## config.mk

```make
export PLATFORM = sky130hd
export DESIGN_NAME = chacha_front
export DESIGN_NICKNAME = d
export VERILOG_FILES = /design/src/hdl/chacha_pkg.sv /design/src/hdl/chacha_front.sv
export SDC_FILE = /design/constraint.sdc
export NUM_CORES = 1
export LEC_CHECK = 0
export CAP_MARGIN = 25
export CORE_MARGIN = 3
export CORE_UTILIZATION = 60
export DETAILED_ROUTE_END_ITERATION = 12
export DONT_BUFFER_PORTS = 1
export PLACE_DENSITY_LB_ADDON = 0.3
export RECOVER_POWER = 25
export SETUP_SLACK_MARGIN = 0.1
export SYNTH_ARGS = -nofsm -noshare
export SYNTH_HDL_FRONTEND = slang
export SYNTH_SLANG_ARGS = --single-unit
```

## constraint.sdc

```tcl
create_clock -name clk -period 7.2 [get_ports clk]
set_input_delay 1.08 -clock clk [delete_from_list [all_inputs] [get_ports clk]]
set_output_delay 1.08 -clock clk [all_outputs]
set_load 0.02 [all_outputs]
```

## src/hdl/chacha_pkg.sv

```systemverilog
// ----------------------------------------------------------------------------
// ChaCha20 package
// Shared constants, types and the quarter-round helpers.
// ----------------------------------------------------------------------------
package chacha_pkg;

  localparam int DoubleRounds = 10;
  localparam int NumRegs      = 7;
  localparam int CfgIdxW      = 3;
  localparam int RoundCntW    = $clog2(2 * DoubleRounds + 1);

  localparam logic [31:0] Sigma0 = 32'h61707865;
  localparam logic [31:0] Sigma1 = 32'h3320646e;
  localparam logic [31:0] Sigma2 = 32'h79622d32;
  localparam logic [31:0] Sigma3 = 32'h6b206574;

  localparam logic [CfgIdxW-1:0] RegKey0   = 3'd0;
  localparam logic [CfgIdxW-1:0] RegKey1   = 3'd1;
  localparam logic [CfgIdxW-1:0] RegKey2   = 3'd2;
  localparam logic [CfgIdxW-1:0] RegKey3   = 3'd3;
  localparam logic [CfgIdxW-1:0] RegNonce0 = 3'd4;
  localparam logic [CfgIdxW-1:0] RegNonce1 = 3'd5;
  localparam logic [CfgIdxW-1:0] RegStart  = 3'd6;

  typedef logic [31:0] word_t;
  typedef word_t [15:0] state_t;

  // Entry passed from front to back: byte, position, whether a new block
  // must be computed first, and the counter for that block.
  typedef struct packed {
    logic [7:0]  data;
    logic [5:0]  pos;
    logic        need_block;
    logic [31:0] counter;
  } job_t;

  typedef enum logic [1:0] {
    BK_IDLE,
    BK_ROUND,
    BK_FINAL,
    BK_EMIT
  } bk_state_t;

  function automatic word_t rotl(word_t x, int n);
    return (x << n) | (x >> (32 - n));
  endfunction

  function automatic logic [127:0] qround(word_t a, word_t b, word_t c, word_t d);
    word_t a1, b1, c1, d1;
    a1 = a + b;  d1 = rotl(d ^ a1, 16);
    c1 = c + d1; b1 = rotl(b ^ c1, 12);
    a1 = a1 + b1; d1 = rotl(d1 ^ a1, 8);
    c1 = c1 + d1; b1 = rotl(b1 ^ c1, 7);
    return {a1, b1, c1, d1};
  endfunction

endpackage

```

## src/hdl/chacha_front.sv

```systemverilog
// ----------------------------------------------------------------------------
// ChaCha20 front end
// Accepts bytes, tracks position and block counter, queues jobs.
// ----------------------------------------------------------------------------
module chacha_front import chacha_pkg::*; (
  input  logic        clk,
  input  logic        rst_n,
  input  logic        in_push,
  output logic        in_full,
  input  logic [7:0]  in_data_byte,
  input  logic        in_last_byte,
  input  logic        restart,
  input  logic [31:0] start_counter,
  output logic        job_valid,
  input  logic        job_take,
  output job_t        job
);

  logic [5:0]  pos_r, pos_nxt;
  logic [31:0] ctr_r, ctr_nxt;
  logic        ready_r, ready_nxt;
  job_t        q_r [2];
  logic        wp_r, rp_r;
  logic [1:0]  cnt_r;
  logic        acc;

  assign in_full   = (cnt_r == 2'd2);
  assign acc       = in_push && !in_full;
  assign job_valid = (cnt_r != 2'd0);
  assign job       = q_r[rp_r];

  always_comb begin
    pos_nxt   = pos_r;
    ctr_nxt   = ctr_r;
    ready_nxt = ready_r;
    if (restart) begin
      pos_nxt = '0; ctr_nxt = start_counter; ready_nxt = 1'b0;
    end else if (acc) begin
      ready_nxt = 1'b1;
      if (in_last_byte) begin
        pos_nxt = '0; ctr_nxt = start_counter; ready_nxt = 1'b0;
      end else begin
        pos_nxt = pos_r + 6'd1;
        if (pos_r == 6'd63) begin
          ready_nxt = 1'b0;
          ctr_nxt   = ctr_r + 32'd1;
        end
      end
    end
  end

  always_ff @(posedge clk) begin
    if (!rst_n) begin
      pos_r <= '0; ctr_r <= '0; ready_r <= 1'b0;
      wp_r <= 1'b0; rp_r <= 1'b0; cnt_r <= '0;
    end else begin
      pos_r <= pos_nxt; ctr_r <= ctr_nxt; ready_r <= ready_nxt;
      if (acc) wp_r <= ~wp_r;
      if (job_take) rp_r <= ~rp_r;
      cnt_r <= cnt_r + {1'b0, acc} - {1'b0, job_take};
    end
  end

  always_ff @(posedge clk) begin
    if (acc) q_r[wp_r] <= '{data: in_data_byte, pos: pos_r,
                            need_block: !ready_r, counter: ctr_r};
  end

endmodule

```

Yosys cells after proc, flatten, opt, wreduce, memory -nomap -nowiden --
Memory sizes are Yosys's and may differ from the RTL's. A register that Yosys moved wholly into a read port is not among the register bits. Cells that the tools add are included. W data, S select, Z words.
Cells by class: add/sub/neg operators 4, eq/ne operators 2, muxes and demuxes 11, bitwise operators 3, reduce and logical (&&, ||, !) cells 8
Operator list (number):
- $mux W32 | 4
- $add A32 B1 Y32 const B | 1
- $add A6 B1 Y6 const B | 1
- $eq A6 B6 Y1 const B | 1
- $mux W1 | 6
- $mux W6 | 1
- $reduce_bool A2 Y1 | 2
- $not A1 Y1 | 3
- $reduce_bool A3 Y1 | 1
- $add A2 B1 Y2 | 1
- $eq A2 B2 Y1 const B | 1
- $logic_not A1 Y1 | 2
- $reduce_and A2 Y1 | 1
- $reduce_or A2 Y1 | 1
- $sub A2 B1 Y2 | 1
- $logic_and A1 B1 Y1 | 1
Storage, ports and cells: register bits after elaboration 43, memory bits (writable) 94, input bits 46, output and inout port bits 49, memories 1
Memory list:
- q_r | depth 2, width 47, read ports 1, clocked after Yosys merged registers in 1, wr ports 1, RTL line chacha_front.sv:22 | job_t q_r [2];

Depth between registers and ports, before layout --
Gate-level depths: netlist of run 1.
depth after elaboration 5, depth in mapped cells 10, mapped depth without buffers 9

Worst setup path after synthesis of run 1 --
Ideal clock, no wire load.
kind input-to-reg, from input port in_push, to memory q_r[0][0] (netlist name), enable pin, library setup time 0.452 ns, data arrival time 3.544 ns, required time 6.748 ns, path slack 3.204 ns, stages on the path 4, path through and2_1 -> clkbuf_1 -> inv_1 -> nor2_1
Between the ends: longest elaborated chain between the ends 3
Ends and longest elaborated chain:
- start: declaration | RTL line chacha_front.sv:8 | input logic in_push,
- $logic_and A1 B1 Y1 | RTL line chacha_front.sv:28 | assign acc = in_push && !in_full;
- $mux W1 | RTL line chacha_front.sv:65 | if (acc) q_r[wp_r] <= '{data: in_data_byte, pos: pos_r,
- $mux W1 (not written as such) | RTL line chacha_front.sv:65
- end: declaration | RTL line chacha_front.sv:22
No other way between the ends.

==> key figures, run 1 <==
Die
  • Chip width: 105.9 um
  • I/O Pins: 95
  • Initial Utilization: 0.6332
  • Row cnt: 35
  • Die height: 105.9 um
  • Core area: 9459 sq um
  • Die area: 11220 sq um

Pwr
  • Pint: 1.655 mW
  • P_leak: 2.341 nW
  • Switching share of power: 0.2708
  • Net switching power: 0.6144 mW
  • Pwr Density: 335.8 nW/um^2
  • Comb power frac: 0.145
  • Clock Power Share: 0.396
  • Sequential Power Share: 0.458
  • VDD IR max: 0.2430 mV

STA
  • Fmax: 0.3407 GHz
  • Slew HR: 0.3363
  • RSZ-0062 raised after global routing: false
  • Post-route minimum period: roughly 3000 ps
  • Layout Skew: 5.249 ps
  • Final TNS setup: 0 ps
  • Tcrit/Tclk final: 0.4076
  • Worst-Margin Slew: 987.4 ps
  • Hold Fails Final Rpt: 0
  • Pins over their slew limit: 0
  • Final setup viols: 0

Global route
  • First-pass GRT wire length: 21210 um
  • GR Util All Layers: 0.2438
  • Pin count of the biggest net entering global routing: 48
  • Number of global-route vias before repair: 4068
  • Initial antenna violation count: 1
  • Grt ovf: 0

Worst setup path
  • Worst-path cell chain: buf_12 -> mux2_2
  • CP max FO: 31
  • Critical Path Stages: 2
  • Critical Path Max Stage Delay: slightly above 600 ps
  • Register-to-Register Path Depth: 6
  • Buf/Inv on CP: 1
  • Critical Path Sink Type: output pin
  • Arr. time, crit path: 1850 ps
  • CP max-delay cell: dfxtp_2
  • WS Path Type: register to output pin
  • CP delay by family, top: flip-flops
  • Worst EP required: 6120 ps
  • CP Launch Type: register

Drt
  • Routed WL: 12990 um
  • Iteration-0 DRC Markers: 433
  • DR WL/cell: 20.64 um
  • Residual DRC: 0
  • Pre-antenna DRT Iters: 5
  • Post-route ant nets: 0
  • Vias after detailed routing: 4126
  • Vias per Instance: 6.560

Yosys
  • Mapped cell area: 5989 sq um
  • Async SR Flop Fraction: 0
  • Cells after synthesis: 490
  • Synth Register Bits: between 100 and 150
  • Area share of the largest cell type after synthesis: 0.4713
  • Seq/Total Area, Yosys: 0.6183
  • Syn Area/Cell: 12.22 sq um
  • Yosys Warn Count: 0
  • Number of flops mapped to enable cells by yosys: 94
  • Largest area contributor in the netlist: edfxtp_1
  • Area contributors post-synth: edfxtp_1 47%, dfxtp_1 15%, mux2_2 8.8%
  • Netlist cell types: 58
  • Ys flop type: edfxtp_1
  • Post-Syn Nets: 540

Clock network
  • H-tree Lvls: 4
  • Clock tree buffer depth: 2
  • Setup Buffers After CTS: 0
  • Post_cts resized: 0
  • TritonCTS Buffers: 17
  • Clock-pin transition on the worst setup and hold timing paths: 60 ps
  • Hold buffers post-CTS: 0
  • Clock Latency Late Sink: 530 ps
  • CTS tree: yes
  • Root buf cell: clkbuf_8
  • Clock sinks: 138

Flow run
  • Max cap viols: 0

Status
  • Status: finished, final reports clean

Layout
  • Layout cells sized above 1: 0.2060
  • Fin nets: 537
  • Util after Layout: 0.7144
  • Post-Layout Cell Count: 629
  • Syn-to-layout area delta: 12.83%
  • Antenna cells: 0

Min path
  • Hold path cells: 1
  • Hold crit path type: register to register

Place
  • Inst Count DP: 596
  • Placer Congestion: 0.8985
  • Port Buffers: 0
  • DP HPWL: ~8300 um
[worst reg2reg max path: stages, from the launching register on]
cell and delay [ps]:
dfxtp_1 520, ha_1 320, nand4_2 200, or3_1 540, or4_4 560, a222oi_1 330, o21bai_1 90
[cells in the final DEF, fill, tap and decap left out, types with 5 or more instances in the layout]
| cell type | instances |
|---|---|
| o31ai_1 | 6 |
| nand2_1 | 29 |
| nor3_1 | 6 |
| o22ai_1 | 6 |
| clkbuf_16 | 16 |
| xnor2_1 | 5 |
| o21ai_0 | 14 |
| nand3_1 | 15 |
| nor4_1 | 6 |
| inv_1 | 12 |
| edfxtp_1 | 94 |
| nor2_1 | 37 |
| mux2_2 | 47 |
| nand4_1 | 12 |
| a21oi_1 | 33 |
| and2_1 | 6 |
| o221a_2 | 6 |
| dfxtp_1 | 43 |
| and3_1 | 8 |
| a31oi_1 | 10 |
[area by class of cell]
type	instances	area (sq um)
multi-input cells	311	2138
flip-flops and latches	138	3705
clock buffers	19	421.7
inverters	12	45.04
clock inverters	13	191.4
repair buffers	7	95.09
well taps	129	161.4
fillers	670	2701
[metal layers]
layer | track usage | up-vias | share of wire
li1 | - | 1869 | -
met1 | 0.3191 | 1983 | 0.40
met2 | 0.3739 | 234 | 0.47
met3 | 0.08804 | 38 | 0.098
met4 | 0.09436 | 2 | 0.024
met5 | 0 | - | 0.00062
[cells by family (layout without fill, tap and decap cells)]
logic type	after synthesis	in the layout	synth area share
and+or+nand+nor	144	144	0.1266
DFF	138	138	0.6183
AOI/OAI and AO/OA	105	105	0.1153
muxes	49	49	0.09171
buffers and inverters	41	51	0.02653
xor gates and xnor gates	9	9	0.01316
adders and majority gates	4	4	0.008356
[through the flow]
step           power [mW]  cell area, sq um  hold slack, ps  setup slack [ps]
2_1_floorplan       1.312              5989           423.7              3204
3_3_place_gp        1.364              6072           461.8              4213
3_5_place_dp        1.390              6140           466.5              4249
4_1_cts             2.282              6753           482.3              4230
5_1_grt             2.355              6758           487.9              4169
6_report            2.269              6758           474.4              4265
[cells in the mapped netlist (5+ instances only)]
cell and n:
edfxtp_1 94, mux2_2 47, dfxtp_1 44, nor2_1 39, a21oi_1 33, nand2_1 29
clkbuf_1 24, nand3_1 15, o21ai_0 14, inv_1 12, nand4_1 12, a31oi_1 10
and3_1 9, and2_1 6, nor3_1 6, nor4_1 6, o221a_2 6, o22ai_1 6
o31ai_1 6, xnor2_1 5
[power by group through the flow]
| stage | registers, mW | clock network, mW | logic (mW) |
|---|---|---|---|
| 6_report | 1.04 | 0.899 | 0.330 |
| 5_1_grt | 1.05 | 0.943 | 0.359 |
| 4_1_cts | 1.04 | 0.906 | 0.337 |
| 3_5_place_dp | 1.06 | 0 | 0.333 |
| 3_3_place_gp | 1.05 | 0 | 0.310 |
| 2_1_floorplan | 1.04 | 0 | 0.277 |
[state kept, by name, indices dropped and copies added, names as in the netlist, named ones only]
| register | flops |
|---|---|
| ready_r | 1 |
| pos_r | 6 |
| q_r | 94 |
| wp_r | 1 |
| ctr_r | 32 |
| cnt_r | 2 |
| rp_r | 1 |
[worst paths after layout]
| check | endpoint | slack (ps) | from |
|---|---|---|---|
| setup / recovery | job[19] | 4270 | register |
| hold reg to reg | q_r[1][32]$_DFFE_PP_ | 470 | ready_r$_SDFFE_PP0P_ |
| hold / removal | q_r[1][32]$_DFFE_PP_ | 470 | ready_r$_SDFFE_PP0P_ |
| setup reg to reg | ctr_r[30]$_SDFFE_PN0P_ | 4500 | ctr_r[0]$_SDFFE_PN0P_ |
No activity file was read; power rests on OpenSTA's default activity.
==> run 2: changes to the inputs <==
==> constraint.sdc (replaced) <==
create_clock -name clk -period 2.8 [get_ports clk]
set_input_delay 0.42 -clock clk [delete_from_list [all_inputs] [get_ports clk]]
set_output_delay 0.42 -clock clk [all_outputs]
set_load 0.02 [all_outputs]
==> run 2 against run 1 <==
  * Worst hold slack got worse by 440 ps
  * Wire length rose by 4.2%
  * Clock skew rose by 3.5 ps
  * Sequential power rose to 2.6 times the previous value
  * Via count rose by 1.5%
  * Critical path depth rose by 4
  * Clock-buffer cell count did not move
  * Highest routed layer unchanged
  * Critical path type is now register to register
  * Register-to-register slack got worse by 4200 ps
  * Setup slack got worse by 4000 ps
  * Cell area rose by 1.9%
  * Largest cell class unchanged
  * Cell count rose by 1.6%
==> key figures, run 2 (same netlist as run 1, synthesis figures left out) <==
STA
  • Pins over their slew limit: 0 (unchanged)
  • Tcrit/Tclk final: 0.9105
  • Layout Skew: 8.729 ps (+3.479 ps)
  • Post-route minimum period: 2550 ps
  • Worst-Margin Slew: 896.9 ps (-90.45 ps)
  • Fmax: 0.3922 GHz
  • Worst hold-check slack: 29.50 ps (-444.9 ps)
  • Hold Fails Final Rpt: 0 (unchanged)
  • Final TNS setup: 0 ps (unchanged)
  • Final setup viols: 0 (unchanged)
  • Slew HR: 0.4020 (+0.06578)
  • RSZ-0062 raised after global routing: false

Layout
  • Largest Register: q_r
  • Fin nets: 547 (+1.9%)
  • Most frequent cells in the layout: 94 x edfxtp_1, 47 x mux2_2, 43 x dfxtp_1, 37 x nor2_1, 33 x a21oi_1
  • Layout cells sized above 1: 0.2078 (+0.001843)
  • Syn-to-layout area delta: 14.94%
  • Util after Layout: 0.7278 (+0.01336)
  • Most common cell after layout, fill and taps aside: edfxtp_1
  • Max reg flops: 94 (unchanged)
  • Largest registers: q_r x94, ctr_r x32, pos_r x6
  • Antenna cells: 0 (unchanged)

Drt
  • Residual DRC: 0 (unchanged)
  • Routed wire length on met3: 1408 um (+10%)
  • Post-route ant nets: 0 (unchanged)
  • Vias after detailed routing: 4189 (+1.5%)
  • Routed WL: 13530 um (+4.2%)
  • Vias per Instance: 6.556 (about the same)
  • Pre-antenna DRT Iters: 5 (unchanged)
  • Met2 Wirelength: 6615 um (+7.9%)
  • M1 WL: 5321 um (+1.2%)
  • DR WL/cell: 21.18 um (+2.6%)
  • Highest Signal Layer: met5
  • Iteration-0 DRC Markers: 514 (+19%)

Global route
  • Pin count of the biggest net entering global routing: 48 (unchanged)
  • Initial antenna violation count: 1 (unchanged)
  • First-pass GRT wire length: 21960 um (+3.5%)
  • Grt ovf: 0 (unchanged)
  • Number of global-route vias before repair: 4165 (+2.4%)
  • GR Util All Layers: 0.2500 (+0.006174)

Status
  • Status: finished, final reports clean

Clock network
  • CTS tree: yes
  • Root buf cell: clkbuf_8
  • Clock sinks: 138 (unchanged)
  • Clock Latency Late Sink: 520 ps (about the same)
  • Clock tree buffer depth: 2 (unchanged)
  • TritonCTS Buffers: 17 (unchanged)
  • H-tree Lvls: 4 (unchanged)
  • Setup Buffers After CTS: 0 (unchanged)
  • Clock-pin transition on the worst setup and hold timing paths: 60 ps (about the same)

Die
  • Chip width: 105.9 um (unchanged)
  • Die height: 105.9 um (unchanged)
  • Die area: 11220 sq um (unchanged)
  • Initial Utilization: 0.6332 (unchanged)
  • Row cnt: 35 (unchanged)
  • Core area: 9459 sq um (unchanged)
  • I/O Pins: 95 (unchanged)

Min path
  • Hold crit path type: input port to register

Worst setup path
  • Arr. time, crit path: 2920 ps (+1070 ps)
  • CP max FO: 8 (-74%)
  • CP Launch Type: register
  • WS Path Type: register to register
  • Critical Path Sink Type: register
  • Worst EP required: 3180 ps (-2940 ps)

Pwr
  • VDD IR max: 0.5106 mV (+110%)
  • Power Total: 6.035 mW (+170%)
  • P_leak: 2.408 nW (+2.9%)
  • Pwr Density: 876.7 nW/um^2 (+160%)

Place
  • Placer Congestion: 0.8914 (-0.79%)
  • Port Buffers: 0 (unchanged)
  • DP HPWL: 8407 um (+1.6%)

Flow run
  • Max cap viols: 0 (unchanged)
run 2: stage by stage:
stage | setup slack [ps] | area, sq um | instances
final | 250.5 | 6884 | 639
after global routing | 122.4 | 6884 | 639
after CTS | 258.2 | 6882 | 639
after detailed placement | 252.5 | 6142 | 599
after global placement | 388.8 | 6142 | 599
after floorplan | 151.9 | 5992 | 490
run 2: final cells by class:
cell class | instances | area [sq um]
flip-flops and latches | 138 | 3705
clock inverters | 13 | 237.7
multi-input cells | 311 | 2141
fillers | 637 | 2575
repair buffers | 17 | 172.7
well taps | 129 | 161.4
clock buffers | 19 | 421.7
inverters | 12 | 45.04
run 2: what timing repair did:
item                       in CTS  in global routing
hold buffers                    8                  0
setup endpoints to repair       0                  1
gates resized for setup         0                  1
hold endpoints to repair       16                  0
run 2: where the power goes:
group	leakage, nW	switching (mW)	total, mW	internal [mW]
logic	0.827	0.587	0.871	0.285
clock network	0.322	0.848	2.49	1.64
registers	1.26	0.155	2.68	2.52
run 2: final timing paths:
check / startpoint / to / slack (ps) / cells past startpoint
hold reg to reg: ready_r$_SDFFE_PP0P_ / q_r[1][32]$_DFFE_PP_ / 480 / 1
setup reg to reg: ctr_r[0]$_SDFFE_PN0P_ / ctr_r[30]$_SDFFE_PN0P_ / 250 / 6
setup / recovery: ctr_r[0]$_SDFFE_PN0P_ / ctr_r[30]$_SDFFE_PN0P_ / 250 / 6
hold / removal: rst_n / cnt_r[0]$_SDFF_PN0_ / 30 / 1
run 2: layer usage:
metal | GRT usage | vias to the layer above
met2 | 0.3994 | 257
met5 | 0 | -
met3 | 0.09168 | 23
met1 | 0.3206 | 2025
li1 | - | 1882
met4 | 0.07771 | 2
run 2: critical path, stage by stage, from the launching register on:
cell and delay (ps):
dfxtp_1 460, ha_2 280, nand4_2 160, or3_1 530
or4_4 560, a222oi_1 330, o21bai_1 100
==> run 3: changes to the inputs <==
--- a/config.mk
+++ b/config.mk
@@ -6,8 +6,10 @@
 export NUM_CORES = 1
 export LEC_CHECK = 0
 export CAP_MARGIN = 25
+export CELL_PAD_IN_SITES_DETAIL_PLACEMENT = 1
+export CELL_PAD_IN_SITES_GLOBAL_PLACEMENT = 1
 export CORE_MARGIN = 3
-export CORE_UTILIZATION = 60
+export CORE_UTILIZATION = 51
 export DETAILED_ROUTE_END_ITERATION = 12
 export DONT_BUFFER_PORTS = 1
 export PLACE_DENSITY_LB_ADDON = 0.3
==> run 3 against run 2 <==
  * Sequential cell count unchanged
  * Sequential power about the same
  * Sequential share of layout area grew 0.48 points
  * Clock skew shrank 2.8 ps
  * First-iteration DRC count fell by 34%
  * Critical endpoint unchanged
  * Largest cell class unchanged
  * Largest power group unchanged
  * Highest routed layer is now met4
==> key figures, run 3 (same netlist as run 1, synthesis figures left out) <==
Layout
  • Most frequent cells in the layout: 94 x edfxtp_1, 47 x mux2_2, 43 x dfxtp_1, 37 x nor2_1, 33 x a21oi_1
  • Layout cells sized above 1: 0.2103 (+0.002474)
  • Largest Register: q_r
  • Multi-input logic area: 2143 sq um (+0.12%)
  • Fillers: 1121 (+76%)
  • Largest registers: q_r x94, ctr_r x32, pos_r x6
  • Fin nets: 541 (-1.1%)
  • Max reg flops: 94 (unchanged)
  • Syn-to-layout area delta: 13.91%
  • Register Area: 3705 sq um (unchanged)
  • Util after Layout: 0.6106 (-0.1171)
  • Most common cell after layout, fill and taps aside: edfxtp_1

Drt
  • Iteration-0 DRC Markers: 337 (-34%)
  • Residual DRC: 0 (unchanged)
  • Vias per Instance: 6.467 (-1.4%)
  • Post-route ant nets: 0 (unchanged)
  • DR WL/cell: 24.20 um (+14%)
  • Routed WL: 15610 um (+15%)
  • Vias after detailed routing: 4171 (-0.43%)
  • Pre-antenna DRT Iters: 5 (unchanged)

Clock network
  • H-tree Lvls: 4 (unchanged)
  • Clock-pin transition on the worst setup and hold timing paths: 60 ps (about the same)
  • Clock sinks: 138 (unchanged)
  • Root buf cell: clkbuf_16
  • Hold buffers post-CTS: 0 (-8)
  • CTS tree: yes
  • Clock Latency Late Sink: 420 ps (-100 ps)
  • Clock tree buffer depth: 2 (unchanged)
  • TritonCTS Buffers: 17 (unchanged)

Die
  • Die area: 13080 sq um (+17%)
  • Chip width: 114.4 um (+8.0%)
  • Row cnt: 38 (+8.6%)
  • I/O Pins: 95 (unchanged)
  • Core area: 11170 sq um (+18%)
  • Die height: 114.4 um (+8.0%)
  • Initial Utilization: 0.5361 (-0.09714)

Worst setup path
  • Reg-to-reg endpoint: ctr_r[30]$_SDFFE_PN0P_
  • Arr. time, crit path: 2820 ps (-100 ps)
  • Critical path origin: ctr_r[0]$_SDFFE_PN0P_
  • Worst EP required: 3080 ps (-100 ps)
  • Worst-path cell chain: ha_1 -> nand4_2 -> or3_4 -> or4_4 -> a222oi_1 -> o21bai_1
  • CP Launch Type: register
  • FF-to-FF Start: ctr_r[0]$_SDFFE_PN0P_
  • WS Path Type: register to register
  • R2r setup slk: 260 ps (about the same)
  • Crit path to: ctr_r[30]$_SDFFE_PN0P_
  • Critical Path Sink Type: register
  • CP max-delay cell: or4_4
  • Critical Path Max Stage Delay: 530 ps (-30 ps)
  • CP max FO: 8 (unchanged)
  • Register-to-Register Path Depth: 6 (unchanged)

Global route
  • Grt ovf: 0 (unchanged)
  • Number of global-route vias before repair: 4473 (+7.4%)
  • GR Util All Layers: 0.2511 (+0.001164)
  • First-pass GRT wire length: 24730 um (+13%)
  • Pin count of the biggest net entering global routing: 48 (unchanged)
  • Initial antenna violation count: 1 (unchanged)

Flow run
  • Max cap viols: 0 (unchanged)

STA
  • Final setup viols: 0 (unchanged)
  • Slew HR: 0.3722 (-0.02989)
  • Tcrit/Tclk final: 0.9065 (-0.004091)
  • Worst setup margin: 261.9 ps (+11.45 ps)
  • Worst hold-check slack: 87.43 ps (+57.93 ps)
  • Final TNS setup: 0 ps (unchanged)
  • Hold Fails Final Rpt: 0 (unchanged)
  • Layout Skew: 5.919 ps (-2.810 ps)
  • Worst-Margin Slew: 941.8 ps (+44.83 ps)
  • Fmax: 0.3940 GHz (+0.45%)
  • Post-route minimum period: 2538 ps (-11.45 ps)
  • Pins over their slew limit: 0 (unchanged)
  • RSZ-0062 raised after global routing: false

Pwr
  • Power Total: 6.069 mW (+0.55%)
  • VDD IR max: 0.7728 mV (+51%)
  • Pwr Density: 889.5 nW/um^2 (+1.5%)
  • P_leak: 2.384 nW (-0.99%)

Min path
  • Hold path cells: 0 (-1)
  • Hold crit path type: input port to register

Place
  • Pre-CTS WS: 203.5 ps (-48.99 ps)
  • Port Buffers: 0 (unchanged)
  • DP HPWL: 10180 um (+21%)
  • Placer Congestion: 0.8384 (-5.9%)

Status
  • Status: finished, final reports clean
==> run 3: worst min path at each step <==
stage                                      end              startpoint  slack (ps)
after floorplan           q_r[0][12]$_DFFE_PP_  ctr_r[12]$_SDFFE_PN0P_         420
after global placement    q_r[0][32]$_DFFE_PP_    ready_r$_SDFFE_PP0P_         470
after detailed placement  q_r[0][32]$_DFFE_PP_    ready_r$_SDFFE_PP0P_         500
after CTS                 q_r[0][42]$_DFFE_PP_         in_data_byte[3]          70
after global routing      q_r[0][42]$_DFFE_PP_         in_data_byte[3]          70
final                     q_r[0][42]$_DFFE_PP_         in_data_byte[3]          90
==> run 3: layout make-up <==
class	instances	share of cell area
Timing Repair Buffer	11	0.01394
Multi-Input combinational cell	311	0.3141
Tap cell	140	0.02567
Antenna cell	1	0.0003668
Clock inverter	13	0.03283
Inverter	12	0.006602
Sequential cell	138	0.5430
Clock buffer	19	0.06345
==> run 3: stage by stage <==
stage,instance area (sq um),std cells
floorplan,5992,490
global placement,6158,612
detailed placement,6158,612
CTS,6815,644
global route,6820,644
finish,6823,645
==> run 3: report_power, final <==
group	switching, mW	internal [mW]	total (mW)	leakage (nW)
registers	0.166	2.52	2.69	1.26
logic	0.603	0.275	0.878	0.805
clock network	0.840	1.66	2.50	0.320
total	1.61	4.46	6.07	2.38
==> run 3: metal layers <==
metal	wire length, um	global-route usage	up-vias
li1	-	-	1886
met1	6277	0.3029	2087
met2	7687	0.4048	161
met3	1238	0.08562	37
met4	410	0.1203	0
met5	0	0	-
==> run 3: critical path, delay by kind of cell, from the launching register on <==
family | cells | cell delay [ps]
AO/OA/AOI/OAI | 2 | 440
adder cells (fa/ha/maj) | 1 | 300
AND/OR/NAND/NOR | 3 | 1190
flip-flops | 1 | 460
==> run 3: repair_timing <==
action | in CTS | in global routing
buffers inserted | 0 | 0
gates resized for setup | 0 | 1
endpoints found under the hold margin | 0 | 0
endpoints found under the setup margin | 0 | 1
